## config.mk

```make
export PLATFORM = sky130hd
export DESIGN_NAME = circulation_pump_controller
export DESIGN_NICKNAME = d
export VERILOG_FILES = /design/src/design/cpc_pkg.sv /design/src/design/circulation_pump_controller.sv
export SDC_FILE = /design/constraint.sdc
export NUM_CORES = 1
export LEC_CHECK = 0
export BUFFER_PORTS_ARGS = -buffer_cell sky130_fd_sc_hd__clkbuf_2
export CORE_MARGIN = 5
export CORE_UTILIZATION = 40
export DETAILED_ROUTE_END_ITERATION = 8
export PLACE_DENSITY = 0.68
export SETUP_SLACK_MARGIN = 0.2
export SLEW_MARGIN = 20
export SYNTH_ARGS = -nofsm -noshare
export SYNTH_HDL_FRONTEND = slang
export SYNTH_SLANG_ARGS = --single-unit
```

## constraint.sdc

```tcl
create_clock -name clock -period 7.7 [get_ports clock]
set_clock_uncertainty 0.2 [all_clocks]
set_input_delay 0.77 -clock clock [delete_from_list [all_inputs] [get_ports clock]]
set_output_delay 0.77 -clock clock [all_outputs]
set_load 0.01 [all_outputs]
```

## src/design/cpc_pkg.sv

```systemverilog
// shared types and constants for the circulation pump controller
package cpc_pkg;

   localparam int COUNT_W             = 8;
   localparam int VALVE_COUNT_MAX_DEF = 255;
   localparam int SPEED_W             = 2;
   localparam int CSR_INDEX_W         = 2;
   localparam int CSR_DATA_W          = 8;

   // reciprocal of three, scaled by 2^9, exact for 8-bit values
   localparam logic [8:0] RECIP3_MUL   = 9'd171;
   localparam int         RECIP3_SHIFT = 9;

   typedef enum logic [2:0] {
      REQ_VALVE_OPEN    = 3'd0,
      REQ_VALVE_CLOSE   = 3'd1,
      REQ_MANUAL_TOGGLE = 3'd2,
      REQ_TRIGGER       = 3'd3,
      REQ_MANUAL_TMO    = 3'd4,
      REQ_STANDALONE    = 3'd5
   } req_kind_type;

   typedef enum logic [1:0] {
      ST_OFF      = 2'd0,
      ST_ON       = 2'd1,
      ST_MANUAL   = 2'd2,
      ST_DISABLED = 2'd3
   } pump_status_type;

   typedef enum logic [CSR_INDEX_W-1:0] {
      CSR_PUMP_CHANNEL = 2'd0,
      CSR_MAX_SPEED    = 2'd1,
      CSR_TOTAL_VALVES = 2'd2
   } csr_index_type;

   typedef struct packed {
      logic [2:0] req_type;
      logic       flag;
   } cpc_req_type;

   typedef struct packed {
      logic               pump_on;
      logic [SPEED_W-1:0] speed;
      logic [1:0]         pump_status;
      logic [COUNT_W-1:0] open_valves;
      logic               status_event;
      logic               timer_start;
   } cpc_rsp_type;

endpackage

```

## src/design/circulation_pump_controller.sv

```systemverilog
// circulation pump controller: event-driven pump state, valve count and speed step
// request path: the request is registered, then its response is registered once the response register is free
// throughput: one request per cycle unless the response is stalled; state is updated in the single compute stage
// the next request sees the state left by the previous one without a bubble
// reset: synchronous active high; clears both stages, sets state and csr registers to defaults
module circulation_pump_controller
   import cpc_pkg::*;
#(
   parameter int VALVE_COUNT_MAX = VALVE_COUNT_MAX_DEF
) (
   input  logic                   clock,
   input  logic                   reset,
   input  logic                   req_valid,
   output logic                   req_ready,
   input  cpc_req_type            req_data,
   output logic                   rsp_valid,
   input  logic                   rsp_ready,
   output cpc_rsp_type            rsp_data,
   input  logic                   csr_we,
   input  logic [CSR_INDEX_W-1:0] csr_index,
   input  logic [CSR_DATA_W-1:0]  csr_wdata
);

   localparam logic [COUNT_W-1:0] CountMax = COUNT_W'(VALVE_COUNT_MAX);

   // csr registers
   logic               pump_channel_ff;
   logic [SPEED_W-1:0] max_speed_ff;
   logic [COUNT_W-1:0] total_valves_ff;

   // pipeline
   logic               req_valid_ff;
   cpc_req_type        req_data_ff;
   logic               rsp_valid_ff;
   cpc_rsp_type        rsp_data_ff;
   cpc_rsp_type        rsp_data_in;
   logic               advance;

   // controller state
   logic [COUNT_W-1:0] valve_count_ff, valve_count_in;
   logic               running_ff, running_in;
   logic               manual_ff, manual_in;
   logic               enabled_ff, enabled_in;
   pump_status_type    status_ff, status_in;
   logic [SPEED_W-1:0] speed_ff, speed_in;
   logic               ev_status, ev_timer;

   // speed thresholds
   logic [SPEED_W-1:0] eff_max;
   logic [16:0]        third_prod;
   logic [COUNT_W-1:0] third_thr;
   logic [COUNT_W-1:0] two_third_thr;
   logic [COUNT_W-1:0] half_thr;

   function automatic logic [SPEED_W-1:0] pick_speed(
      input logic [COUNT_W-1:0] cnt,
      input logic [COUNT_W-1:0] total,
      input logic [SPEED_W-1:0] mx,
      input logic [COUNT_W-1:0] half,
      input logic [COUNT_W-1:0] third,
      input logic [COUNT_W-1:0] two_third
   );
      logic [SPEED_W-1:0] spd;
      spd = 2'd1;
      if (total == '0 || mx == 2'd1) begin
         spd = 2'd1;
      end else if (mx == 2'd2) begin
         spd = (cnt <= half) ? 2'd1 : 2'd2;
      end else begin
         if (cnt <= third) spd = 2'd1;
         else if (cnt <= two_third) spd = 2'd2;
         else spd = 2'd3;
      end
      return spd;
   endfunction

   assign eff_max       = (max_speed_ff == '0) ? 2'd1 : max_speed_ff;
   assign third_prod    = total_valves_ff * RECIP3_MUL;
   assign third_thr     = COUNT_W'(third_prod >> RECIP3_SHIFT);
   assign two_third_thr = {third_thr[COUNT_W-2:0], 1'b0};
   assign half_thr      = total_valves_ff >> 1;

   assign advance   = req_valid_ff && (!rsp_valid_ff || rsp_ready);
   assign req_ready = !req_valid_ff || advance;
   assign rsp_valid = rsp_valid_ff;
   assign rsp_data  = rsp_data_ff;

   always_comb begin
      valve_count_in = valve_count_ff;
      running_in     = running_ff;
      manual_in      = manual_ff;
      enabled_in     = enabled_ff;
      status_in      = status_ff;
      speed_in       = speed_ff;
      ev_status      = 1'b0;
      ev_timer       = 1'b0;

      case (req_kind_type'(req_data_ff.req_type))
         REQ_VALVE_OPEN: begin
            if (valve_count_in < CountMax) valve_count_in = valve_count_in + 1'b1;
            speed_in = pick_speed(valve_count_in, total_valves_ff, eff_max,
                                  half_thr, third_thr, two_third_thr);
            if (!manual_in && !running_in && pump_channel_ff && enabled_in) begin
               running_in = 1'b1;
               status_in  = ST_ON;
               ev_status  = 1'b1;
            end
         end
         REQ_VALVE_CLOSE: begin
            if (valve_count_in != '0) valve_count_in = valve_count_in - 1'b1;
            speed_in = pick_speed(valve_count_in, total_valves_ff, eff_max,
                                  half_thr, third_thr, two_third_thr);
            if (valve_count_in == '0 && !manual_in && running_in && pump_channel_ff) begin
               running_in = 1'b0;
               if (status_in != ST_DISABLED) begin
                  status_in = ST_OFF;
                  ev_status = 1'b1;
               end
            end
         end
         REQ_MANUAL_TOGGLE, REQ_MANUAL_TMO: begin
            if (req_data_ff.req_type == REQ_MANUAL_TOGGLE || manual_in) begin
               manual_in = !manual_in;
               if (pump_channel_ff) begin
                  if (manual_in) begin
                     running_in = 1'b1;
                     ev_timer   = 1'b1;
                     status_in  = ST_MANUAL;
                     ev_status  = 1'b1;
                  end else if (valve_count_in == '0) begin
                     running_in = 1'b0;
                     if (status_in != ST_DISABLED) begin
                        status_in = ST_OFF;
                        ev_status = 1'b1;
                     end
                  end else if (enabled_in) begin
                     running_in = 1'b1;
                     status_in  = ST_ON;
                     ev_status  = 1'b1;
                  end else begin
                     running_in = 1'b0;
                     if (status_in != ST_DISABLED) begin
                        status_in = ST_DISABLED;
                        ev_status = 1'b1;
                     end
                  end
               end
            end
         end
         REQ_TRIGGER: begin
            enabled_in = req_data_ff.flag;
            if (status_in != ST_MANUAL) begin
               if (!req_data_ff.flag) begin
                  if (status_in != ST_DISABLED) begin
                     status_in = ST_DISABLED;
                     ev_status = 1'b1;
                     if (pump_channel_ff && running_in && !manual_in) running_in = 1'b0;
                  end
               end else if (status_in == ST_DISABLED || status_in == ST_OFF) begin
                  if (valve_count_in != '0) begin
                     if (pump_channel_ff && !running_in) begin
                        running_in = 1'b1;
                        if (!manual_in) begin
                           status_in = ST_ON;
                           ev_status = 1'b1;
                        end
                     end
                  end else begin
                     status_in = ST_OFF;
                     ev_status = 1'b1;
                  end
               end
            end
         end
         REQ_STANDALONE: begin
            if (req_data_ff.flag) begin
               if (valve_count_in < CountMax) valve_count_in = valve_count_in + 1'b1;
            end else if (valve_count_in != '0) begin
               valve_count_in = valve_count_in - 1'b1;
            end
         end
         default: begin
         end
      endcase

      rsp_data_in.pump_on      = running_in && pump_channel_ff;
      rsp_data_in.speed        = speed_in;
      rsp_data_in.pump_status  = status_in;
      rsp_data_in.open_valves  = valve_count_in;
      rsp_data_in.status_event = ev_status;
      rsp_data_in.timer_start  = ev_timer;
   end

   always_ff @(posedge clock) begin
      if (reset) begin
         pump_channel_ff <= 1'b0;
         max_speed_ff    <= 2'd1;
         total_valves_ff <= '0;
      end else if (csr_we) begin
         case (csr_index_type'(csr_index))
            CSR_PUMP_CHANNEL: pump_channel_ff <= csr_wdata[0];
            CSR_MAX_SPEED:    max_speed_ff    <= csr_wdata[SPEED_W-1:0];
            CSR_TOTAL_VALVES: total_valves_ff <= csr_wdata[COUNT_W-1:0];
            default: begin
            end
         endcase
      end
   end

   always_ff @(posedge clock) begin
      if (reset) begin
         req_valid_ff   <= 1'b0;
         rsp_valid_ff   <= 1'b0;
         valve_count_ff <= '0;
         running_ff     <= 1'b0;
         manual_ff      <= 1'b0;
         enabled_ff     <= 1'b1;
         status_ff      <= ST_OFF;
         speed_ff       <= 2'd1;
      end else begin
         if (req_ready) req_valid_ff <= req_valid;
         if (advance) begin
            rsp_valid_ff   <= 1'b1;
            valve_count_ff <= valve_count_in;
            running_ff     <= running_in;
            manual_ff      <= manual_in;
            enabled_ff     <= enabled_in;
            status_ff      <= status_in;
            speed_ff       <= speed_in;
         end else if (rsp_ready) begin
            rsp_valid_ff <= 1'b0;
         end
      end
   end

   always_ff @(posedge clock) begin
      if (req_valid && req_ready) req_data_ff <= req_data;
      if (advance) rsp_data_ff <= rsp_data_in;
   end

   // speed step stays within 1..3
   a_speed_nonzero: assert property (@(posedge clock) disable iff (reset)
      speed_ff != '0)
      else $error("speed step is zero");

   // valve count never passes its limit
   a_count_limit: assert property (@(posedge clock) disable iff (reset)
      valve_count_ff <= CountMax)
      else $error("valve count above limit");

   // timer start only together with a change to manual status
   a_timer_manual: assert property (@(posedge clock) disable iff (reset)
      rsp_valid_ff && rsp_data_ff.timer_start |->
         rsp_data_ff.status_event && rsp_data_ff.pump_status == ST_MANUAL)
      else $error("timer start without manual status event");

   // a request that advances from the compute stage yields a response next cycle
   a_advance_rsp: assert property (@(posedge clock) disable iff (reset)
      advance |=> rsp_valid_ff)
      else $error("response missing after request advance");

endmodule
```

==> out/metrics.csv <==
stage,metric,value,unit
cts,TritonCTS Buffers,5,
floorplan,die footprint,15300,sq um
finish,n_diodes,0,
cts,CTS Hold Bufs,0,
timing,Peak Freq,0.158,GHz
drt,via count,4588,
pwr,Worst VDD drop,0.000115,V
worst_setup_path,Reg-to-Reg Start,total_valves_ff[1]$_SDFFE_PP0P_,
synthesis,"Seq/Total Area, Yosys",21.9,%
timing,Worst Max-Slew Pin Slew,1.01,ns
drt,total detailed-routing wirelength,13500,um
worst_setup_path,Critical Path Source Type,flop,
floorplan,IO Count,36,
place,Placer Congestion,0.924,
cts,H-Tree Depth,2,
synthesis,top post-synthesis cells by area,"ha_1 19%, edfxtp_1 11%, dfxtp_1 11%, fa_1 4.6%, a21oi_1 4.0%",
drt,Vias per Instance,5.80,
drt,DR iter-0 viols,347,
worst_setup_path,R2R depth,18,
run_status,status,completed,
synthesis,Synth area leader,ha_1,
synthesis,Yosys cell types,69,
flow_run,maxcap violations,0,
synthesis,commonest cells in the synthesized netlist,"80 x ha_1, 53 x inv_1, 43 x nand2_1, 41 x a21oi_1, 38 x nor2_1",
cts,CTS tree,yes,
synthesis,synthesized area,5170,sq um
place,Post-DP HPWL,10700,um
timing,fin crit period,6.31,ns
worst_setup_path,arrival time worst endpoint,6.24,ns
worst_setup_path,critical path endpoint category,flop,
place,DP Cell Count,783,
hold_path,Worst Hold Depth,2,
cts,post-CTS sizing,0,
timing,RSZ-0062 raised after global routing,no,
place,input/output buffers,35,
synthesis,number of synthesized register bits,47,
global_routing,gr usage total,17.8,%
cts,Clk Tree Root Cell,clkbuf_16,
drt,drt wl/cell,17.1,um
synthesis,most common cell in the synthesized netlist,ha_1,
drt,drt first pass iters,5,
hold_path,Hold Path Origin,speed_ff[0]$_SDFFE_PP1P_,
cts,Max Root-Sink Buffers,2,
finish,nets@finish,729,
synthesis,top-area cell type share of the netlist area,19.3,%
floorplan,Die Wd,124,um
finish,Finished Layout Cells,791,
drt,DRC,0,
worst_setup_path,required time of the critical path,7.63,ns
cts,worst-skew pair later-pin latency,0.29,ns
synthesis,async set or reset register ratio after synthesis,0,%
pwr,pwr dens,147,nW/um^2
synthesis,YS warnings,0,
timing,"Hold Violations, Final",0,
global_routing,initial antenna violation count,0,
finish,area growth from synthesis to layout,9.99,%
timing,Rel. slew slack,32.5,%
timing,Final Max Tran Viols,0,
timing,period utilization,82.0,%
synthesis,Post-synth EDFFs,19,
worst_setup_path,FF-to-FF setup slack,1.39,ns
synthesis,Post-Synthesis Cells,598,
worst_setup_path,Setup CP Type,reg2reg,
worst_setup_path,crit path max fanout,8,
worst_setup_path,CP Launch Point,total_valves_ff[1]$_SDFFE_PP0P_,
cts,CTS Sinks,47,
pwr,Leak,0.00266,uW
floorplan,Row Count,41,
floorplan,core area,12700,sq um
global_routing,first-pass GRT wire length,21600,um
global_routing,vias in the first global route,4272,
floorplan,initial core utilization,40.8,%
synthesis,Post-Syn Nets,709,
timing,Setup-failing EPs final,0,
finish,share of layout cells above drive strength 1,11.1,%
cts,clock slew at reported path FFs,0.07,ns
synthesis,Avg Inst Size Synth,8.65,sq um
floorplan,chip height,124,um
timing,Setup Total Neg Slack,0,ns
hold_path,hold crit path type,reg2reg,
global_routing,largest net degree at the start of global routing,29,
synthesis,top_reg_cell synth,dfxtp_1,
cts,setup bufs post-CTS,0,
global_routing,total gr overflow,0,
drt,Final ANT Viol Nets,0,
-- logic make-up after synthesis --
| logic type | Yosys count | synth area share, % |
|---|---|---|
| XOR/XNOR | 22 | 4.79 |
| buffers and inverters | 80 | 5.85 |
| AND/OR/NAND/NOR | 182 | 18.5 |
| flip-flops | 47 | 21.9 |
| AO/OA/AOI/OAI | 151 | 20.3 |
| adder cells (fa/ha/maj) | 96 | 24.8 |
| multiplexers | 20 | 3.94 |
-- where the power goes --
part           internal, uW  switching (uW)
Clock                   186            95.2
Sequential              271            16.6
Combinational           113             153
-- state kept, by name, summed over array words and instances, names as in the netlist --
signal           flops
enabled_ff           1
manual_ff            1
max_speed_ff         2
pump_channel_ff      1
req_data_ff          4
req_valid_ff         1
rsp_data            15
rsp_valid            1
running_ff           1
speed_ff             2
status_ff            2
total_valves_ff      8
valve_count_ff       8
-- per-stage QoR --
step	setup WS, ns	instance area [sq um]	hold slack, ns	power, uW	utilization [%]
final	1.39	5690	0.298	836	44.9
after floorplan	1.97	5170	0.239	480	-
after global routing	1.17	5690	0.326	880	44.9
after CTS	1.41	5690	0.292	838	44.9
after detailed placement	1.45	5500	0.277	554	43.4
after global placement	1.51	5500	0.257	547	43.4
-- critical path, cell delays in order, from the launching register on --
cell and delay [ns]:
dfxtp_1 0.50, ha_1 0.32, fa_1 0.54, fa_1 0.45, fa_1 0.49, ha_1 0.35
and3_4 0.22, and2_1 0.18, and4_4 0.21, a311oi_4 0.53, and2b_2 0.28, nor2_1 0.19
xor2_1 0.24, ha_1 0.28, nand4_1 0.10, nor4_1 0.06, a2111oi_0 0.72, nor3_1 0.10
o221ai_1 0.20
-- cells in the final DEF, fill, tap and decap left out, types with 5 or more instances in the layout --
master and count:
o21ai_0 25, a31oi_1 9, nor2b_1 10, dfxtp_1 28, nand3b_1 5, mux2i_1 17
clkbuf_2 35, o211ai_1 5, and3_1 5, o21a_1 14, xnor2_1 14, a2111oi_0 6
or3_1 5, fa_1 12, clkbuf_16 5, nand2_1 43, ha_1 80, nor3_1 9
a21oi_1 40, inv_1 53, o22ai_1 7, edfxtp_1 19, nor4_1 7, nand3_1 13
nand4_1 10, buf_4 5, nand2b_1 12, o221ai_1 6, nor2_1 38
-- worst paths after layout --
kind | end
worst max register to register | rsp_data[12]$_DFFE_PP_
worst min-delay path | speed_ff[0]$_SDFFE_PP1P_
worst max-delay path | rsp_data[12]$_DFFE_PP_
worst min register to register | speed_ff[0]$_SDFFE_PP1P_
-- cell type report --
class | count | area, sq um
Sequential cell | 47 | 1130
Inverter | 53 | 199
Timing Repair Buffer | 40 | 213
Tap cell | 172 | 215
Multi-Input combinational cell | 471 | 3740
Clock inverter | 2 | 60.1
Clock buffer | 6 | 129
Fill cell | 1224 | 6980
-- metal layers --
metal	global-route usage (%)	part of all wire (%)
met4	3.67	1.4
met3	2.45	5.3
met5	0	0
met2	29.4	47
met1	24.7	46
Power figures use the tool's default switching activity.
